**src/hw/rtl/assert_macros.svh**
```systemverilog
`ifndef ASSERT_MACROS_SVH
`define ASSERT_MACROS_SVH

// Condition must hold at every clock edge outside reset.
`define ASSERT_ALWAYS(lbl, cond) \
	lbl: assert property (@(posedge clk) disable iff (!arst_n) (cond)) \
		else $error("assertion failed");

// Antecedent implies consequent in the same cycle.
`define ASSERT_IMPLY(lbl, ante, cons) \
	lbl: assert property (@(posedge clk) disable iff (!arst_n) (ante) |-> (cons)) \
		else $error("assertion failed");

`endif

```
**src/hw/rtl/bcfp_pkg.sv**
```systemverilog
`default_nettype none
package bcfp_pkg;

	localparam int FRAME_SPAN_DEF = 300;
	localparam int MAX_CELLS_DEF  = 24;

	localparam logic [7:0] SYNC0 = 8'h55;
	localparam logic [7:0] SYNC1 = 8'hAA;
	localparam logic [7:0] SYNC2 = 8'hEB;
	localparam logic [7:0] SYNC3 = 8'h90;
	localparam logic [2:0] SYNC_LEN = 3'd4;

	// frame offsets
	localparam int OFF_FIRST   = 3;   // offset of the last sync byte
	localparam int OFF_TYPE    = 4;
	localparam int OFF_CELLS   = 6;
	localparam int OFF_PACK    = 118;
	localparam int OFF_CURRENT = 126;
	localparam int OFF_TEMP1   = 130;
	localparam int OFF_TEMP2   = 132;
	localparam int SKIP_TAIL   = 3;

	localparam logic [7:0] FT_RES  = 8'd1;
	localparam logic [7:0] FT_VOLT = 8'd2;
	localparam logic [7:0] FT_INFO = 8'd3;

	localparam logic [1:0] KIND_CELL   = 2'd0;
	localparam logic [1:0] KIND_PACK   = 2'd1;
	localparam logic [1:0] KIND_STATUS = 2'd2;

	typedef struct packed {
		logic [7:0] rx_byte;
		logic       buffer_end;
	} in_item_t;

	typedef struct packed {
		logic        [1:0]  kind;
		logic        [4:0]  cell_index;
		logic signed [15:0] cell_millivolts;
		logic        [4:0]  cell_count;
		logic        [15:0] pack_millivolts;
		logic signed [15:0] current_milliamps;
		logic        [15:0] temp_first;
		logic        [15:0] temp_second;
		logic               got_res;
		logic               volt_seen;
		logic               info_seen;
		logic               last_result;
	} out_item_t;

	// what one accepted byte asks of the result sequencer
	typedef struct packed {
		logic       volt;   // voltage frame completed
		logic       stat;   // buffer end
		logic [2:0] flags;  // info, volt, res
	} evt_t;

	typedef struct packed {
		logic [15:0] pack;
		logic [15:0] current;
		logic [15:0] temp1;
		logic [15:0] temp2;
	} summary_t;

	function automatic logic [7:0] sync_byte(input logic [1:0] pos);
		logic [7:0] r;
		unique case (pos)
			2'd0: r = SYNC0;
			2'd1: r = SYNC1;
			2'd2: r = SYNC2;
			default: r = SYNC3;
		endcase
		return r;
	endfunction

endpackage
`default_nettype wire

```
**src/hw/rtl/bcfp_cell_ram.sv**
```systemverilog
`default_nettype none
module bcfp_cell_ram #(
	parameter int MAX_CELLS = bcfp_pkg::MAX_CELLS_DEF
) (
	input  wire logic clk,
	input  wire logic we,
	input  wire logic [(MAX_CELLS > 1 ? $clog2(MAX_CELLS) : 1)-1:0] waddr,
	input  wire logic [15:0] wdata,
	input  wire logic re,
	input  wire logic [(MAX_CELLS > 1 ? $clog2(MAX_CELLS) : 1)-1:0] raddr,
	output logic [15:0] rdata
);
	import bcfp_pkg::*;

	logic [15:0] mem [MAX_CELLS];

	always_ff @(posedge clk) begin
		if (we) begin
			mem[waddr] <= wdata;
		end
	end

	always_ff @(posedge clk) begin
		if (re) begin
			rdata <= mem[raddr];
		end
	end

endmodule
`default_nettype wire

```
**src/hw/rtl/bcfp_scanner.sv**
```systemverilog
`default_nettype none
`include "assert_macros.svh"
module bcfp_scanner #(
	parameter int FRAME_SPAN = bcfp_pkg::FRAME_SPAN_DEF,
	parameter int MAX_CELLS  = bcfp_pkg::MAX_CELLS_DEF
) (
	input  wire logic clk,
	input  wire logic arst_n,
	input  wire logic acc,
	input  wire bcfp_pkg::in_item_t item,
	output bcfp_pkg::evt_t evt,
	output bcfp_pkg::summary_t sum,
	output logic [$clog2(MAX_CELLS+1)-1:0] cells_found,
	output logic we,
	output logic [(MAX_CELLS > 1 ? $clog2(MAX_CELLS) : 1)-1:0] waddr,
	output logic [15:0] wdata
);
	import bcfp_pkg::*;

	localparam int OW = $clog2(FRAME_SPAN + SKIP_TAIL + 1);
	localparam int CW = $clog2(MAX_CELLS + 1);
	localparam int AW = (MAX_CELLS > 1) ? $clog2(MAX_CELLS) : 1;

	logic [2:0]    sp_q, sp_d;
	logic [OW-1:0] off_q, off_d;
	logic          inf_q, inf_d;
	logic [7:0]    type_q, type_d;
	logic [7:0]    hold_q, hold_d;
	logic [CW-1:0] cf_q, cf_d;
	logic          stop_q, stop_d;
	logic [2:0]    flags_q, flags_d;
	logic          done_q, done_d;
	summary_t      sum_q, sum_d;

	logic [OW-1:0] off_n;
	logic [OW-1:0] idx_full;
	logic          is_cell;
	logic [15:0]   word;
	logic          volt;

	always_comb begin
		sp_d    = sp_q;
		off_d   = off_q;
		inf_d   = inf_q;
		type_d  = type_q;
		hold_d  = hold_q;
		cf_d    = cf_q;
		stop_d  = stop_q;
		flags_d = flags_q;
		done_d  = done_q;
		sum_d   = sum_q;
		we      = 1'b0;
		volt    = 1'b0;

		// the word completing on this byte starts at the current offset
		off_n    = off_q + 1'b1;
		word     = {item.rx_byte, hold_q};
		idx_full = (off_q - OW'(OFF_CELLS)) >> 1;
		is_cell  = (off_q >= OW'(OFF_CELLS)) && (idx_full < OW'(MAX_CELLS));

		if (!done_q) begin
			if (!inf_q) begin
				if (item.rx_byte == sync_byte(sp_q[1:0])) begin
					sp_d = sp_q + 3'd1;
				end else begin
					sp_d = (item.rx_byte == SYNC0) ? 3'd1 : 3'd0;
				end
				if (sp_d == SYNC_LEN) begin
					sp_d   = 3'd0;
					inf_d  = 1'b1;
					off_d  = OW'(OFF_FIRST);
					cf_d   = '0;
					stop_d = 1'b0;
				end
			end else begin
				off_d = off_n;
				if (off_n == OW'(OFF_TYPE)) begin
					type_d = item.rx_byte;
				end
				if (!off_n[0]) begin
					hold_d = item.rx_byte;
				end else begin
					priority if (is_cell) begin
						if (!stop_q) begin
							if (word == 16'd0) begin
								stop_d = 1'b1;
							end else if (idx_full == OW'(cf_q)) begin
								we   = 1'b1;
								cf_d = cf_q + 1'b1;
							end
						end
					end else if (off_q == OW'(OFF_PACK)) begin
						sum_d.pack = word;
					end else if (off_q == OW'(OFF_CURRENT)) begin
						sum_d.current = word;
					end else if (off_q == OW'(OFF_TEMP1)) begin
						sum_d.temp1 = word;
					end else if (off_q == OW'(OFF_TEMP2)) begin
						sum_d.temp2 = word;
					end
				end
				if (off_n == OW'(FRAME_SPAN)) begin
					priority if (type_q == FT_RES) begin
						flags_d[0] = 1'b1;
					end else if (type_q == FT_VOLT) begin
						flags_d[1] = 1'b1;
						volt       = 1'b1;
						done_d     = 1'b1;
					end else if (type_q == FT_INFO) begin
						flags_d[2] = 1'b1;
					end
				end
				if (off_n >= OW'(FRAME_SPAN + SKIP_TAIL)) begin
					inf_d = 1'b0;
					off_d = '0;
				end
			end
		end

		evt.volt  = volt;
		evt.stat  = item.buffer_end;
		evt.flags = flags_d;

		// buffer end: sync, frame, type, flag and done state back to reset; cell count, stop flag and summary kept
		if (item.buffer_end) begin
			sp_d    = 3'd0;
			off_d   = '0;
			inf_d   = 1'b0;
			type_d  = 8'd0;
			hold_d  = 8'd0;
			flags_d = 3'd0;
			done_d  = 1'b0;
		end
	end

	always_ff @(posedge clk or negedge arst_n) begin
		if (!arst_n) begin
			sp_q    <= 3'd0;
			off_q   <= '0;
			inf_q   <= 1'b0;
			type_q  <= 8'd0;
			hold_q  <= 8'd0;
			cf_q    <= '0;
			stop_q  <= 1'b0;
			flags_q <= 3'd0;
			done_q  <= 1'b0;
			sum_q   <= '0;
		end else if (acc) begin
			sp_q    <= sp_d;
			off_q   <= off_d;
			inf_q   <= inf_d;
			type_q  <= type_d;
			hold_q  <= hold_d;
			cf_q    <= cf_d;
			stop_q  <= stop_d;
			flags_q <= flags_d;
			done_q  <= done_d;
			sum_q   <= sum_d;
		end
	end

	assign sum         = sum_q;
	assign cells_found = cf_q;
	assign waddr       = idx_full[AW-1:0];
	assign wdata       = word;

	`ASSERT_IMPLY(a_frame_no_sync, inf_q, sp_q == 3'd0)
	`ASSERT_IMPLY(a_hunt_off_zero, !inf_q, off_q == '0)
	`ASSERT_ALWAYS(a_cells_bound, cf_q <= CW'(MAX_CELLS))

endmodule
`default_nettype wire

```
**src/hw/rtl/bcfp_emitter.sv**
```systemverilog
`default_nettype none
`include "assert_macros.svh"
module bcfp_emitter #(
	parameter int MAX_CELLS = bcfp_pkg::MAX_CELLS_DEF
) (
	input  wire logic clk,
	input  wire logic arst_n,
	input  wire logic acc,
	input  wire bcfp_pkg::evt_t evt,
	input  wire bcfp_pkg::summary_t sum,
	input  wire logic [$clog2(MAX_CELLS+1)-1:0] cells_found,
	output logic re,
	output logic [(MAX_CELLS > 1 ? $clog2(MAX_CELLS) : 1)-1:0] raddr,
	input  wire logic [15:0] rdata,
	output logic busy,
	output logic res_valid,
	input  wire logic res_stall,
	output bcfp_pkg::out_item_t res_data
);
	import bcfp_pkg::*;

	localparam int CW = $clog2(MAX_CELLS + 1);
	localparam int AW = (MAX_CELLS > 1) ? $clog2(MAX_CELLS) : 1;

	typedef enum logic [2:0] {
		S_IDLE,
		S_CELL_RD,
		S_CELL_OUT,
		S_SUM,
		S_STAT
	} state_t;

	state_t        state_q;
	logic [CW-1:0] cnt_q;
	logic          end_pend_q;
	logic [2:0]    flags_q;
	logic          res_valid_q;
	out_item_t     res_q;

	logic          out_free;
	logic [CW-1:0] cnt_n;
	out_item_t     cell_item, sum_item, stat_item;
	logic          load;
	out_item_t     next_item;

	assign out_free = !res_valid_q || !res_stall;
	assign cnt_n    = cnt_q + 1'b1;

	always_comb begin
		cell_item                 = '0;
		cell_item.kind            = KIND_CELL;
		cell_item.cell_index      = 5'(cnt_q);
		cell_item.cell_millivolts = signed'(rdata);

		sum_item                   = '0;
		sum_item.kind              = KIND_PACK;
		sum_item.cell_count        = 5'(cells_found);
		sum_item.pack_millivolts   = sum.pack;
		sum_item.current_milliamps = signed'(sum.current);
		sum_item.temp_first        = sum.temp1;
		sum_item.temp_second       = sum.temp2;
		sum_item.last_result       = !end_pend_q;

		stat_item             = '0;
		stat_item.kind        = KIND_STATUS;
		stat_item.got_res     = flags_q[0];
		stat_item.volt_seen   = flags_q[1];
		stat_item.info_seen   = flags_q[2];
		stat_item.last_result = 1'b1;

		load      = 1'b0;
		next_item = stat_item;
		unique case (state_q)
			S_CELL_OUT: begin
				load      = out_free;
				next_item = cell_item;
			end
			S_SUM: begin
				load      = out_free;
				next_item = sum_item;
			end
			S_STAT: begin
				load      = out_free;
			end
			default: load = 1'b0;
		endcase
	end

	always_ff @(posedge clk or negedge arst_n) begin
		if (!arst_n) begin
			state_q     <= S_IDLE;
			cnt_q       <= '0;
			end_pend_q  <= 1'b0;
			flags_q     <= 3'd0;
			res_valid_q <= 1'b0;
			res_q       <= '0;
		end else begin
			if (load) begin
				res_valid_q <= 1'b1;
				res_q       <= next_item;
			end else if (!res_stall) begin
				res_valid_q <= 1'b0;
			end
			unique case (state_q)
				S_IDLE: begin
					if (acc) begin
						end_pend_q <= evt.stat;
						flags_q    <= evt.flags;
						cnt_q      <= '0;
						if (evt.volt) begin
							state_q <= (cells_found != '0) ? S_CELL_RD : S_SUM;
						end else if (evt.stat) begin
							state_q <= S_STAT;
						end
					end
				end
				S_CELL_RD: begin
					state_q <= S_CELL_OUT;
				end
				S_CELL_OUT: begin
					if (out_free) begin
						cnt_q   <= cnt_n;
						state_q <= (cnt_n == cells_found) ? S_SUM : S_CELL_RD;
					end
				end
				S_SUM: begin
					if (out_free) begin
						state_q <= end_pend_q ? S_STAT : S_IDLE;
					end
				end
				S_STAT: begin
					if (out_free) begin
						state_q <= S_IDLE;
					end
				end
				default: state_q <= S_IDLE;
			endcase
		end
	end

	assign re        = (state_q == S_CELL_RD);
	assign raddr     = cnt_q[AW-1:0];
	assign busy      = (state_q != S_IDLE);
	assign res_valid = res_valid_q;
	assign res_data  = res_q;

	`ASSERT_IMPLY(a_read_in_range, state_q == S_CELL_RD, cnt_q < cells_found)
	`ASSERT_IMPLY(a_out_after_read, state_q == S_CELL_OUT, $past(state_q) == S_CELL_RD || $past(state_q) == S_CELL_OUT)

endmodule
`default_nettype wire

```
**src/hw/rtl/bms_cell_frame_parser_core.sv**
```systemverilog
// Bytes that end no voltage frame and no buffer are taken one per cycle while busy is
// low. A buffer-end byte holds the input in S_STAT, which registers its status item.
// A byte that closes a voltage frame holds it in S_CELL_RD and S_CELL_OUT per cell,
// S_SUM (+S_STAT on buffer end): each cell is a read of the cell RAM's one registered
// port. Output stalls lengthen these. Reset clears all control state; the cell RAM is
// not cleared, only cells written in the current frame are ever read.
`default_nettype none
module bms_cell_frame_parser_core #(
	parameter int FRAME_SPAN = bcfp_pkg::FRAME_SPAN_DEF,
	parameter int MAX_CELLS  = bcfp_pkg::MAX_CELLS_DEF
) (
	input  wire logic clk,
	input  wire logic arst_n,
	input  wire logic byte_valid,
	output logic byte_stall,
	input  wire bcfp_pkg::in_item_t byte_data,
	output logic res_valid,
	input  wire logic res_stall,
	output bcfp_pkg::out_item_t res_data
);
	import bcfp_pkg::*;

	localparam int CW = $clog2(MAX_CELLS + 1);
	localparam int AW = (MAX_CELLS > 1) ? $clog2(MAX_CELLS) : 1;

	logic          acc;
	logic          busy;
	evt_t          evt;
	summary_t      sum;
	logic [CW-1:0] cells_found;
	logic          we, re;
	logic [AW-1:0] waddr, raddr;
	logic [15:0]   wdata, rdata;

	assign byte_stall = busy;
	assign acc        = byte_valid && !busy;

	bcfp_scanner #(
		.FRAME_SPAN(FRAME_SPAN),
		.MAX_CELLS (MAX_CELLS)
	) u_scanner (
		.clk        (clk),
		.arst_n     (arst_n),
		.acc        (acc),
		.item       (byte_data),
		.evt        (evt),
		.sum        (sum),
		.cells_found(cells_found),
		.we         (we),
		.waddr      (waddr),
		.wdata      (wdata)
	);

	bcfp_cell_ram #(
		.MAX_CELLS(MAX_CELLS)
	) u_cell_ram (
		.clk  (clk),
		.we   (we && acc),
		.waddr(waddr),
		.wdata(wdata),
		.re   (re),
		.raddr(raddr),
		.rdata(rdata)
	);

	bcfp_emitter #(
		.MAX_CELLS(MAX_CELLS)
	) u_emitter (
		.clk        (clk),
		.arst_n     (arst_n),
		.acc        (acc),
		.evt        (evt),
		.sum        (sum),
		.cells_found(cells_found),
		.re         (re),
		.raddr      (raddr),
		.rdata      (rdata),
		.busy       (busy),
		.res_valid  (res_valid),
		.res_stall  (res_stall),
		.res_data   (res_data)
	);

endmodule
`default_nettype wire
```
**config.mk**
```make
export PLATFORM = sky130hd
export DESIGN_NAME = bms_cell_frame_parser_core
export DESIGN_NICKNAME = d
export VERILOG_FILES = /design/src/hw/rtl/bcfp_pkg.sv /design/src/hw/rtl/bcfp_cell_ram.sv /design/src/hw/rtl/bcfp_scanner.sv /design/src/hw/rtl/bcfp_emitter.sv /design/src/hw/rtl/bms_cell_frame_parser_core.sv
export VERILOG_INCLUDE_DIRS = /design/src /design/src/hw/rtl
export SDC_FILE = /design/constraint.sdc
export NUM_CORES = 1
export LEC_CHECK = 0
export BUFFER_PORTS_ARGS = -buffer_cell sky130_fd_sc_hd__buf_2
export CAP_MARGIN = 10
export CELL_PAD_IN_SITES_DETAIL_PLACEMENT = 1
export CELL_PAD_IN_SITES_GLOBAL_PLACEMENT = 1
export CORE_MARGIN = 3
export CORE_UTILIZATION = 35
export CTS_CLUSTER_DIAMETER = 30
export DETAILED_ROUTE_END_ITERATION = 10
export PLACE_DENSITY_LB_ADDON = 0.1
export SLEW_MARGIN = 0
export SYNTH_ARGS = -nofsm -noshare
export SYNTH_HDL_FRONTEND = slang
export SYNTH_SLANG_ARGS = --single-unit
```
**constraint.sdc**
```tcl
create_clock -name clk -period 3.9 [get_ports clk]
set_clock_uncertainty 0.15 [all_clocks]
set_input_delay 0.195 -clock clk [delete_from_list [all_inputs] [get_ports clk]]
set_output_delay 0.195 -clock clk [all_outputs]
set_load 0.005 [all_outputs]
```
* Yosys cells after proc, flatten, opt, wreduce, memory -nomap -nowiden
Memories as Yosys holds them, arrays and structs flattened. A register that Yosys moved wholly into a read port is not among the register bits. Cells that the tools add are included.
Operators by class: bitwise logic cells 5, add/sub/neg operators 5, reductions and logical operators 33, multiplexer cells 84, equality and inequality tests 34, $lt $le $gt $ge 3
Operators by type and width (number):
- one-hot mux 96 bit (2 select lines) | 1
- two-way mux 8 bit | 10
- two-way mux 3 bit | 18
- two-way mux 5 bit | 9
- two-way mux 9 bit | 5
- two-way mux 1 bit | 35
- one-hot mux 8 bit (3 select lines) | 1
- == test 9 x 7 -> 1 bit, second input constant | 2
- == test 9 x 8 -> 1 bit, second input constant | 2
- != test 2 bit, second input constant | 9
- == test 8 x 2 -> 1 bit, second input constant | 2
- zero test 16 bit | 1
- AND reduction 8 bit | 2
- one-hot mux 3 bit (5 select lines) | 1
- adder 5 x 1 -> 5 bit, second input constant | 2
- one-hot mux 5 bit (2 select lines) | 1
- AND reduction 5 bit | 2
- adder 9 x 1 -> 9 bit, second input constant | 1
- == test 9 x 3 -> 1 bit, second input constant | 1
- == test 9 bit, second input constant | 1
- >= comparator 9 x 3 -> 1 bit, second input constant | 1
- >= comparator 9 bit, second input constant | 1
- AND reduction 3 bit | 3
- AND reduction 9 bit | 1
- 30 further kinds | 52
Word-level totals: register bits 212, input bits 13, bits in writable memories 384, logic and storage cells 195, memories 1, output and inout bits 98
Memories:
- u_cell_ram.mem | depth 24, bits a word 16, rd ports 1, clocked after memory_dff 1, write ports 1, line bcfp_cell_ram.sv:15 | logic [15:0] mem [MAX_CELLS];

* Depth between registers and ports, before layout
word-level depth 13, mapped depth 10, gate-level depth less buffers 8

* Hierarchy
From an unflattened synthesis, not the netlist that was laid out.
Second synthesis, totals: cell total of the unflattened synthesis 1449, area total of the unflattened synthesis 24752.5 um^2
By module, submodules not included:
- bcfp_cell_ram | times used 1, cells each 722, sequential area each 12011.5 um^2, area an instance 15416.0 um^2
- bcfp_scanner | times used 1, cells each 444, sequential area each 2577.5 um^2, area an instance 5238.8 um^2
- bcfp_emitter | times used 1, cells each 281, sequential area each 2727.6 um^2, area an instance 4082.7 um^2
- bms_cell_frame_parser_core | times used 1, cells each 2, sequential area each 0.0 um^2, area an instance 15.0 um^2

* Worst setup path after synthesis
OpenSTA, ideal clock, no wires.
path type register -> register, from register u_scanner.off_q[1], to memory u_cell_ram.mem[22][0], enable pin, data required time 3376 ps, library setup time 374 ps, data arrival time 2640 ps, buffers on the path 1, period minus slack after synthesis 3164 ps, stages on the path, launching flop included 8, setup slack 736 ps, path through dfrtp_1 a21oi_2 mux2_2 a211oi_1 o211a_2 and3_1 clkbuf_1 and3_1
Between the ends: cells in the longest elaborated chain, start to end 12, elaborated cells between the ends (all ways) 15, those cells by class 1 x add/sub; 2 x order compare; 1 x eq/ne; 9 x mux; 2 x reduce/logical
Ends and longest elaborated chain:
- start, declared | line bcfp_scanner.sv:25 | logic [OW-1:0] off_q, off_d;
- start signal, assigned | line bcfp_scanner.sv:139 | off_q <= '0;
- start signal, assigned | line bcfp_scanner.sv:150 | off_q <= off_d;
- subtractor 9 x 3 -> 9 bit | line bcfp_scanner.sv:58 | idx_full = (off_q - OW'(OFF_CELLS)) >> 1;
- == test 8 x 5 -> 1 bit | line bcfp_scanner.sv:87 | end else if (idx_full == OW'(cf_q)) begin
- two-way mux 1 bit | line bcfp_scanner.sv:87
- two-way mux 1 bit | line bcfp_scanner.sv:85 | if (word == 16'd0) begin
- two-way mux 1 bit | line bcfp_scanner.sv:84 | if (!stop_q) begin
- two-way mux 1 bit | line bcfp_scanner.sv:83 | priority if (is_cell) begin
- two-way mux 1 bit | line bcfp_scanner.sv:80 | if (!off_n[0]) begin
- two-way mux 1 bit | line bcfp_scanner.sv:62 | if (!inf_q) begin
- two-way mux 1 bit | line bcfp_scanner.sv:61 | if (!done_q) begin
- logical AND 1 bit | line bms_cell_frame_parser_core.sv:58 | .we (we && acc),
- two-way mux 1 bit | line bcfp_cell_ram.sv:18 | if (we) begin
- two-way mux 1 bit (not written as such) | line bcfp_cell_ram.sv:19 | mem[waddr] <= wdata;
- end, declared | line bcfp_cell_ram.sv:15
Parallel ways exist; a longest one is shown, timed or not.

* Final worst setup path
from register u_scanner.off_q[0], to register u_scanner.sum_q, in the netlist u_scanner.sum[8]
Between the ends: cells in the longest elaborated chain, start to end 5, elaborated cells between the ends (all ways) 14, those cells by class 2 x add/sub; 2 x order compare; 4 x eq/ne; 4 x bitwise; 2 x reduce/logical
Ends and longest elaborated chain:
- subtractor 9 x 3 -> 9 bit | line bcfp_scanner.sv:58
- < comparator 8 x 5 -> 1 bit | line bcfp_scanner.sv:59 | is_cell = (off_q >= OW'(OFF_CELLS)) && (idx_full < OW'(MAX_CELLS));
- logical AND 1 bit | line bcfp_scanner.sv:59
- NOT 1 bit (no source line)
- AND reduction 9 bit (no source line) (*)
- end signal, assigned | line bcfp_scanner.sv:158 | sum_q <= sum_d;
- end, declared | line bcfp_scanner.sv:33 | summary_t sum_q, sum_d;
Every way passes the cells marked *; elsewhere a longest branch is shown, timed or not. A chain may end at the register's enable or synchronous reset.

==> results.py <==
metrics = {
    "timing": {
        "finalHoldViolations": 0,
        "max_freq_mhz": 297,
        "setup_viol": 0,
        "tightest_slew_ns": 1.10,
        "min_period_ns": 3.36,
        "grt_setup_unrepaired": "false",
        "tns_ns": 0,
        "fin_crit_sh": 0.862,
        "setup_ws_ns": 0.537,
        "relSlewSlack": 0.264,
        "final_max_slew_viol_count": 0,
    },
    "pwr": {
        "p_sw_mw": 5.69,
        "pwr-share-seq": 0.347,
        "p_clk_frac": 0.543,
        "peakVddDrop_mv": 0.371,
        "swShare": 0.257,
        "power_density_mw_per_mm2": 687,
        "power_leakage_nw": 12.5,
        "internal-power_mw": 16.5,
        "p_comb_frac": 0.110,
    },
    "synthesis": {
        "yosysUniqueCellTypes": 77,
        "synth_async_sr_flop_share": 0.346,
        "synth_edf_count": 400,
        "synth_area_sq_mm": 0.0248,
        "synth_area_leaders": "edfxtp_1 48%, dfrtp_1 21%, mux4_2 10%",
        "syn_nets": 1487,
        "avgSynthCellArea_sq_um": 17.0,
        "synth_area_leader_cell": "edfxtp_1",
        "synth_seq_area_share": 0.697,
        "synth_top_cell_area_share": 0.484,
        "synthCells": 1457,
        "ys_ff_latch": 612,
        "synth-main-ff-cell": "edfxtp_1",
        "synth_warnings": 0,
    },
    "cts": {
        "cts_made_buffers": 143,
        "path_clk_slew_ns": 0.05,
        "cts_setup_buffers": 0,
        "cts_sinks": 612,
        "clock_path_buffers": 3,
        "cts_tree": "built",
        "htree_levels": 4,
        "clockRootBuffer": "clkbuf_16",
        "insertion_delay_ns": 0.70,
    },
    "routing": {
        "avgViaCountPerCell": 5.20,
        "routedWlPerCell_um": 26.0,
        "vias": 14400,
        "dr.pass1.iters": 5,
        "drcViolationCount": 0,
        "drtIter0Drc": 1074,
        "finalWirelength_um": 71900,
        "ant_nets": 0,
    },
    "worst_setup_path": {
        "path_cells": "inv_1 > ha_1 > o32a_1 > a2111oi_2 > a211oi_1 > o211a_2 > buf_4 > nand4b_4 > mux2_4",
        "critical_path_class": "register to register",
        "worst-path-buf-inv": 2,
        "rrSetupSlack_ns": 0.54,
        "required_ns": 4.32,
        "crit_fanout": 16,
        "critPathLaunchType": "register",
        "crit_arrival_ns": 3.78,
        "crit_path_end_kind": "register",
        "crit_slowest_cell": "dfrtp_1",
        "crit_family": "compound AO/OA/AOI/OAI gates",
        "max_stage_delay_ns": 0.58,
    },
    "layout": {
        "instances_no_fill": 2768,
        "syn_to_final_growth_pct": 29.8,
        "final_nets": 1738,
        "drive_gt1_frac": 0.345,
        "final_cell_mix": "400 x edfxtp_1, 209 x dfrtp_1, 151 x clkbuf_16",
        "final_common_cell": "edfxtp_1",
    },
    "grt": {
        "track_usage": 0.199,
        "antenna_found_initial": 8,
        "grt_first_pass_wirelength_um": 107000,
        "grt.overflow.total": 0,
        "grt_pass1_vias": 15800,
        "grt_max_degree": 118,
    },
    "floorplan": {
        "die_h_um": 272,
        "rows": 97,
        "io_pins": 111,
        "die_w_um": 272,
        "start_util": 0.354,
        "core_sq_mm": 0.0701,
        "die_area_sq_mm": 0.0742,
    },
    "flow_run": {
        "max-cap-violations": 0,
    },
    "placed_design": {
        "place_congestion": 0.794,
        "hpwl_um": 44500,
        "numPlacedInstances": 2489,
        "io_buffer_count": 110,
        "dp_slack_ns": 0.533,
    },
    "worst_hold_path": {
        "hold_path_class": "primary input to register",
    },
    "run_status": {
        "status": "complete, no violations",
    },
}
## per-layer routing
metal,global-route usage,share of wire,vias up,wire length [um]
li1,-,-,6288,-
met1,0.268,0.44,7612,32000
met2,0.316,0.48,380,34500
met3,0.0489,0.053,109,3800
met4,0.0657,0.022,2,1600
met5,0,0.00014,-,10
## worst min-delay path: stages
cell	delay [ns]
dlygate4sd3_1	0.53
buf_2	0.12
a31oi_1	0.08
nor2_1	0.08
## path summary, 6_finish.rpt
path,start,endpoint,cells after the start
hold reg to reg,u_emitter.flags_q[0],u_emitter.flags_q[0],2
hold / removal,byte_valid,u_scanner.flags_q[1],4
max in group asynchronous,arst_n,u_scanner.sum[28],4
setup / recovery,u_scanner.off_q[0],u_scanner.sum[8],9
min in group asynchronous,arst_n,u_scanner.sum[56],3
setup reg to reg,u_scanner.off_q[0],u_scanner.sum[8],9
## power by group through the flow
stage                     Sequential, mW  Combinational [mW]  Clock [mW]
after floorplan                     7.81                1.21           0
after global placement              7.77                2.45           0
after detailed placement            7.78                2.49           0
after CTS                           7.68                2.50        12.2
after global routing                7.70                2.68        12.7
final                               7.67                2.45        12.0
## metrics by stage
stage,power (mW),hold slack (ns),area (sq um),util
floorplan,9.02,-0.251,24800,-
global placement,10.2,0.0779,27100,0.387
detailed placement,10.3,0.0893,27100,0.387
CTS,22.4,0.165,32200,0.459
global route,23.0,0.216,32200,0.459
finish,22.1,0.206,32200,0.460
## kinds of logic after synthesis
kind of cell / count (synthesis) / share of synthesized area
AND/OR/NAND/NOR: 267 / 0.0580
buffers and inverters: 118 / 0.0201
flip-flops: 612 / 0.697
adder cells (fa/ha/maj): 17 / 0.00857
XOR/XNOR: 24 / 0.00902
multiplexers: 197 / 0.142
AO/OA/AOI/OAI: 222 / 0.0647
## synth_stat cells, types with 6 or more instances
cell / count
a21oi_1: 32
a22o_1: 81
a31oi_1: 9
and2_1: 7
and3_1: 23
and4_1: 7
and4b_1: 6
buf_1: 12
buf_2: 26
clkbuf_1: 56
dfrtp_1: 212
edfxtp_1: 400
ha_1: 17
inv_1: 19
mux2_2: 46
mux2_4: 20
mux2i_1: 18
mux4_2: 112
nand2_1: 93
nand3_1: 15
nand4_1: 7
nor2_1: 57
nor3_1: 7
nor4_1: 10
o21ai_0: 45
o31ai_1: 7
xnor2_1: 16
xor2_1: 7
## sequential cells by signal, indices dropped and copies added, names as in the netlist
| name | flops |
|---|---|
| u_scanner.hold_q | 8 |
| u_scanner.stop_q | 1 |
| u_scanner.sp_q | 3 |
| u_emitter.res_valid | 1 |
| u_scanner.off_q | 9 |
| u_scanner.type_q | 8 |
| u_emitter.flags_q | 3 |
| u_emitter.state_q | 3 |
| u_scanner.sum | 64 |
| u_scanner.inf_q | 1 |
| u_scanner.cells_found | 5 |
| u_scanner.done_q | 1 |
| u_scanner.flags_q | 3 |
| u_emitter.end_pend_q | 1 |
| u_emitter.raddr | 5 |
| u_cell_ram.rdata | 16 |
| u_emitter.res_data | 96 |
| u_cell_ram.mem | 384 |
## what timing repair did
| item | CTS | global route |
|---|---|---|
| hold buffers | 14 | 0 |
| hold endpoints to repair | 300 | 0 |
| gates resized for setup | 0 | 0 |
| setup endpoints to repair | 0 | 0 |
## layout make-up
type                       instances  area, sq um
tap                              940         1180
inverter                          19         71.3
timing repair buffer             205         1690
clock inverter                    89         1000
sequential                       612        17300
clock buffer                     173         3930
antenna                            3         7.51
multi-input combinational        727         7040
fill                            6761        37900
(Power assumes the default switching activity.)
